[src/rtl/glyph_class_range_encoder_macros.svh]
// Assertion macros shared by the glyph class range encoder.
`ifndef GLYPH_CLASS_RANGE_ENCODER_MACROS_SVH
`define GLYPH_CLASS_RANGE_ENCODER_MACROS_SVH

// Same-cycle implication, checked outside reset.
`define GCRE_ASSERT_NOW(lbl, ante, cons) \
	lbl: assert property (@(posedge clk) disable iff (!arst_n) (ante) |-> (cons)) \
		else $error("glyph class range encoder: check failed");

// Next-cycle implication, checked outside reset.
`define GCRE_ASSERT_NEXT(lbl, ante, cons) \
	lbl: assert property (@(posedge clk) disable iff (!arst_n) (ante) |=> (cons)) \
		else $error("glyph class range encoder: check failed");

`endif

[src/rtl/gcre_pkg.sv]
// Shared types and constants of the glyph class range encoder.
package gcre_pkg;

	localparam logic [1:0] OP_WRITE = 2'd0;
	localparam logic [1:0] OP_NEXT  = 2'd1;
	localparam logic [1:0] OP_CLEAR = 2'd2;
	localparam logic [1:0] OP_RSVD  = 2'd3;

	localparam int FIELD_W = 16;
	localparam int NUM_W   = 17;
	localparam logic [NUM_W-1:0] COUNT_MAX = 17'h1FFFF;

	localparam int QUEUE_DEPTH = 4;
	localparam int QPTR_W      = $clog2(QUEUE_DEPTH);

	typedef struct packed {
		logic [1:0]         op;
		logic [FIELD_W-1:0] gid;
		logic [FIELD_W-1:0] cls;
	} cmd_t;

	typedef struct packed {
		logic               found;
		logic [FIELD_W-1:0] range_start;
		logic [FIELD_W-1:0] range_end;
		logic [FIELD_W-1:0] range_class;
		logic [NUM_W-1:0]   range_number;
	} result_t;

endpackage

[src/rtl/gcre_front.sv]
// Front end: takes command words, drops the reserved code and queues the rest.
module gcre_front (
	input  logic                     clk,
	input  logic                     arst_n,
	input  logic                     start,
	input  logic [1:0]               action,
	input  logic [gcre_pkg::FIELD_W-1:0] glyph_id,
	input  logic [gcre_pkg::FIELD_W-1:0] glyph_class,
	input  logic                     clearing,
	input  logic                     pop,
	output logic                     busy,
	output logic                     q_valid,
	output gcre_pkg::cmd_t           q_cmd
);
	import gcre_pkg::*;

	cmd_t              fifo_q [QUEUE_DEPTH];
	logic [QPTR_W-1:0] wr_ptr_q;
	logic [QPTR_W-1:0] rd_ptr_q;
	logic [QPTR_W:0]   count_q;
	logic              accept;
	logic              push;
	logic              do_pop;

	assign busy    = (count_q == (QPTR_W+1)'(QUEUE_DEPTH)) || clearing;
	assign accept  = start && !busy;
	assign push    = accept && (action != OP_RSVD);
	assign q_valid = (count_q != '0);
	assign do_pop  = pop && q_valid;
	assign q_cmd   = fifo_q[rd_ptr_q];

	always_ff @(posedge clk) begin
		if (push) begin
			fifo_q[wr_ptr_q] <= '{op: action, gid: glyph_id, cls: glyph_class};
		end
	end

	always_ff @(posedge clk or negedge arst_n) begin
		if (!arst_n) begin
			wr_ptr_q <= '0;
			rd_ptr_q <= '0;
			count_q  <= '0;
		end else begin
			if (push) begin
				wr_ptr_q <= wr_ptr_q + 1'b1;
			end
			if (do_pop) begin
				rd_ptr_q <= rd_ptr_q + 1'b1;
			end
			if (push && !do_pop) begin
				count_q <= count_q + 1'b1;
			end else if (do_pop && !push) begin
				count_q <= count_q - 1'b1;
			end
		end
	end

endmodule

[config.mk]
export PLATFORM = sky130hd
export DESIGN_NAME = gcre_front
export DESIGN_NICKNAME = d
export VERILOG_FILES = /design/src/rtl/glyph_class_range_encoder_macros.svh /design/src/rtl/gcre_pkg.sv /design/src/rtl/gcre_front.sv
export SDC_FILE = /design/constraint.sdc
export NUM_CORES = 1
export LEC_CHECK = 0
export ABC_CLOCK_PERIOD_IN_PS = 3900
export BUFFER_PORTS_ARGS = -buffer_cell sky130_fd_sc_hd__buf_2
export CAP_MARGIN = 10
export CORE_MARGIN = 3
export CORE_UTILIZATION = 60
export CTS_BUF_LIST = sky130_fd_sc_hd__clkbuf_16
export CTS_CLUSTER_SIZE = 28
export DETAILED_ROUTE_END_ITERATION = 16
export PLACE_DENSITY = 0.81
export SLEW_MARGIN = 40
export SYNTH_ARGS = -nofsm -noshare
export SYNTH_HDL_FRONTEND = slang
export SYNTH_SLANG_ARGS = --single-unit
[constraint.sdc]
create_clock -name clk -period 3.9 [get_ports clk]
set_clock_uncertainty 0.05 [all_clocks]
set_input_delay 1.17 -clock clk [delete_from_list [all_inputs] [get_ports clk]]
set_output_delay 1.17 -clock clk [all_outputs]
set_load 0.1 [all_outputs]
==> reports/qor.yml <==
status:
  run_status: "completed"
floorplanning:
  core_area_um2: 8420
  num_rows: 33
  ios: 75
  start_util_pct: 63.5
  die_h_um: 100
  die_area_um2: 10100
  die-width_um: 100
setup_path:
  required_ns: 2.68
  path_buf_inv: 2
  r2r_start: "count_q[0]"
  cp_max_fo: 21
  slowest_delay_ns: 0.56
  path_cells: "buf_12, mux4_2, buf_2"
  reg2reg_setup_slack_ns: 1.64
  worstPathArrival_ns: 2.10
  path_delay_family: "buffers and inverters"
  startpoint_type: "register"
  slowest_stage: "dfrtp_2"
  worstRegToRegCells: 8
  r2r-end: "count_q[2]"
  worstSetupPathType: "reg -> out"
  crit_path_end_kind: "output port"
clock_network:
  cts_setup_buffers: 0
  cts_hold_buffers: 0
  cts_resized: 0
  root_buffer: "clkbuf_16"
  cts_buffer_depth: 2
  clk_pin_slew_ns: 0.06
  cts.htree.levels: 4
  clkLatencyLatePin_ns: 0.40
  clock-sinks: 143
  numCtsBuffers: 17
  cts_tree: "done"
final_layout:
  syn2layout_area_growth_pct: 21.6
  final_cell_mix: "136 x edfxtp_1, 74 x buf_2, 34 x mux4_2"
  layout_commonest_cell: "edfxtp_1"
  nets: 352
  diodes: 0
  post-route-util_pct: 77.3
  drive_above_1_share_pct: 48.4
  fin_cells: 425
placed_design:
  place_congestion: 0.701
  dp_hpwl_um: 5610
  port_buffers: 74
  placed_cells: 393
  dp_slack_ns: 0.745
timing:
  worst_slack_ns: 0.584
  slew_headroom_pct: 66.0
  rsz0062_at_grt: "false"
  fin_crit_sh_pct: 85.0
  finalSetupViolCount: 0
  drv_slew: 0
  hold_violations: 0
  finalSetupTns_ns: 0
  worst_slew_pin_slew_ns: 0.510
  fmax_mhz: 302
  fin_crit_ns: 3.32
hold_path:
  hp-start: "count_q[0]"
  min_to: "count_q[0]"
  hp-class: "reg -> reg"
  worstHoldPathCells: 1
yosys:
  synth_cell_types: 20
  yosysSeqAreaShare_pct: 79.6
  avgSynthCellArea_um2: 25.0
  syn_inst: 214
  synth_top_area_share_pct: 76.3
  netlist_area_um2: 5350
  synth_area_leaders: "edfxtp_1 76%, mux4_2 14%, dfrtp_1 3.3%"
  syn_nets: 259
  ys_warn_count: 0
  ys_ff_latch: 143
  synth_top_area_cell: "edfxtp_1"
detailed_routing:
  drc: 0
  vias_per_cell: 5.74
  dr_total_vias: 2441
  detail-route-antenna-nets: 0
  first_pass_iters: 4
  routedWlPerCell_um: 22.7
  drt_iter0_drc: 185
  routed_wl_um: 9660
grt:
  grt_antenna_before_repair: 0
  grt_max_degree: 23
  grt_pass1_wl_um: 15400
  grt_use_total_pct: 21.7
  grt_pass1_vias: 2723
  grt-ovfl-total: 0
run:
  maxCapViolations: 0
==> state kept, by name (all words and copies together) (netlist names) <==
name / count
count_q: 3
fifo_q: 136
rd_ptr_q: 2
wr_ptr_q: 2
==> worst max-delay path by stage <==
stage,start,to,cells after the start
after floorplan,clearing,busy,1
after global placement,action[0],count_q[2],9
after detailed placement,action[0],count_q[2],9
after CTS,rd_ptr_q[0],q_cmd[31],3
after global routing,rd_ptr_q[0],q_cmd[31],3
final,rd_ptr_q[0],q_cmd[31],3
==> metrics by stage <==
step                      hold slack [ns]  cell area, µm²
after CTS                           0.514            6510
after global routing                0.532            6510
final                               0.517            6510
after detailed placement            0.501            5910
after global placement              0.495            5910
after floorplan                     0.466            5350
==> per-layer routing <==
metal	global-route usage [%]	part of all wire (%)	vias to the layer above
met5	0	0	-
met4	5.91	0.74	0
met3	7.89	6.0	6
met2	34.4	52	89
met1	29.1	42	1264
li1	-	-	1082
==> cells in the mapped netlist <==
master    count
xor2_1        2
buf_2         4
and2_2        4
mux2_2        1
mux2_4        1
ha_1          5
inv_1         3
nand3_1       1
fa_1          1
dfrtp_1       7
a21o_1        1
edfxtp_1    136
a21bo_1       1
mux4_2       34
nor2_1        2
buf_6         4
a211oi_4      1
nand2_1       1
or3_1         1
xnor2_1       4
==> final cells by class <==
class / count / area, µm²
clock buffers: 17 / 425
clock inverters: 15 / 170
fillers: 449 / 1910
inverters: 3 / 11.3
multi-input cells: 60 / 1020
flip-flops and latches: 143 / 4260
well taps: 105 / 131
repair buffers: 82 / 493
==> kinds of logic (layout without fill, tap and decap cells) <==
family          count (synthesis)  in the layout  share of synthesized area [%]
compound gates                  3              3                          0.701
xor+xnor                        6              6                          0.982
fa+ha+maj                       6              6                           1.54
buf+inv                        11            117                           1.43
flops                         143            143                           79.6
mux                            36             36                           14.8
simple gates                    9              9                          0.982
Power is left out: the tool's default activity adds up to more than one toggle a clock period on the data nets, which glitch-free logic cannot reach.
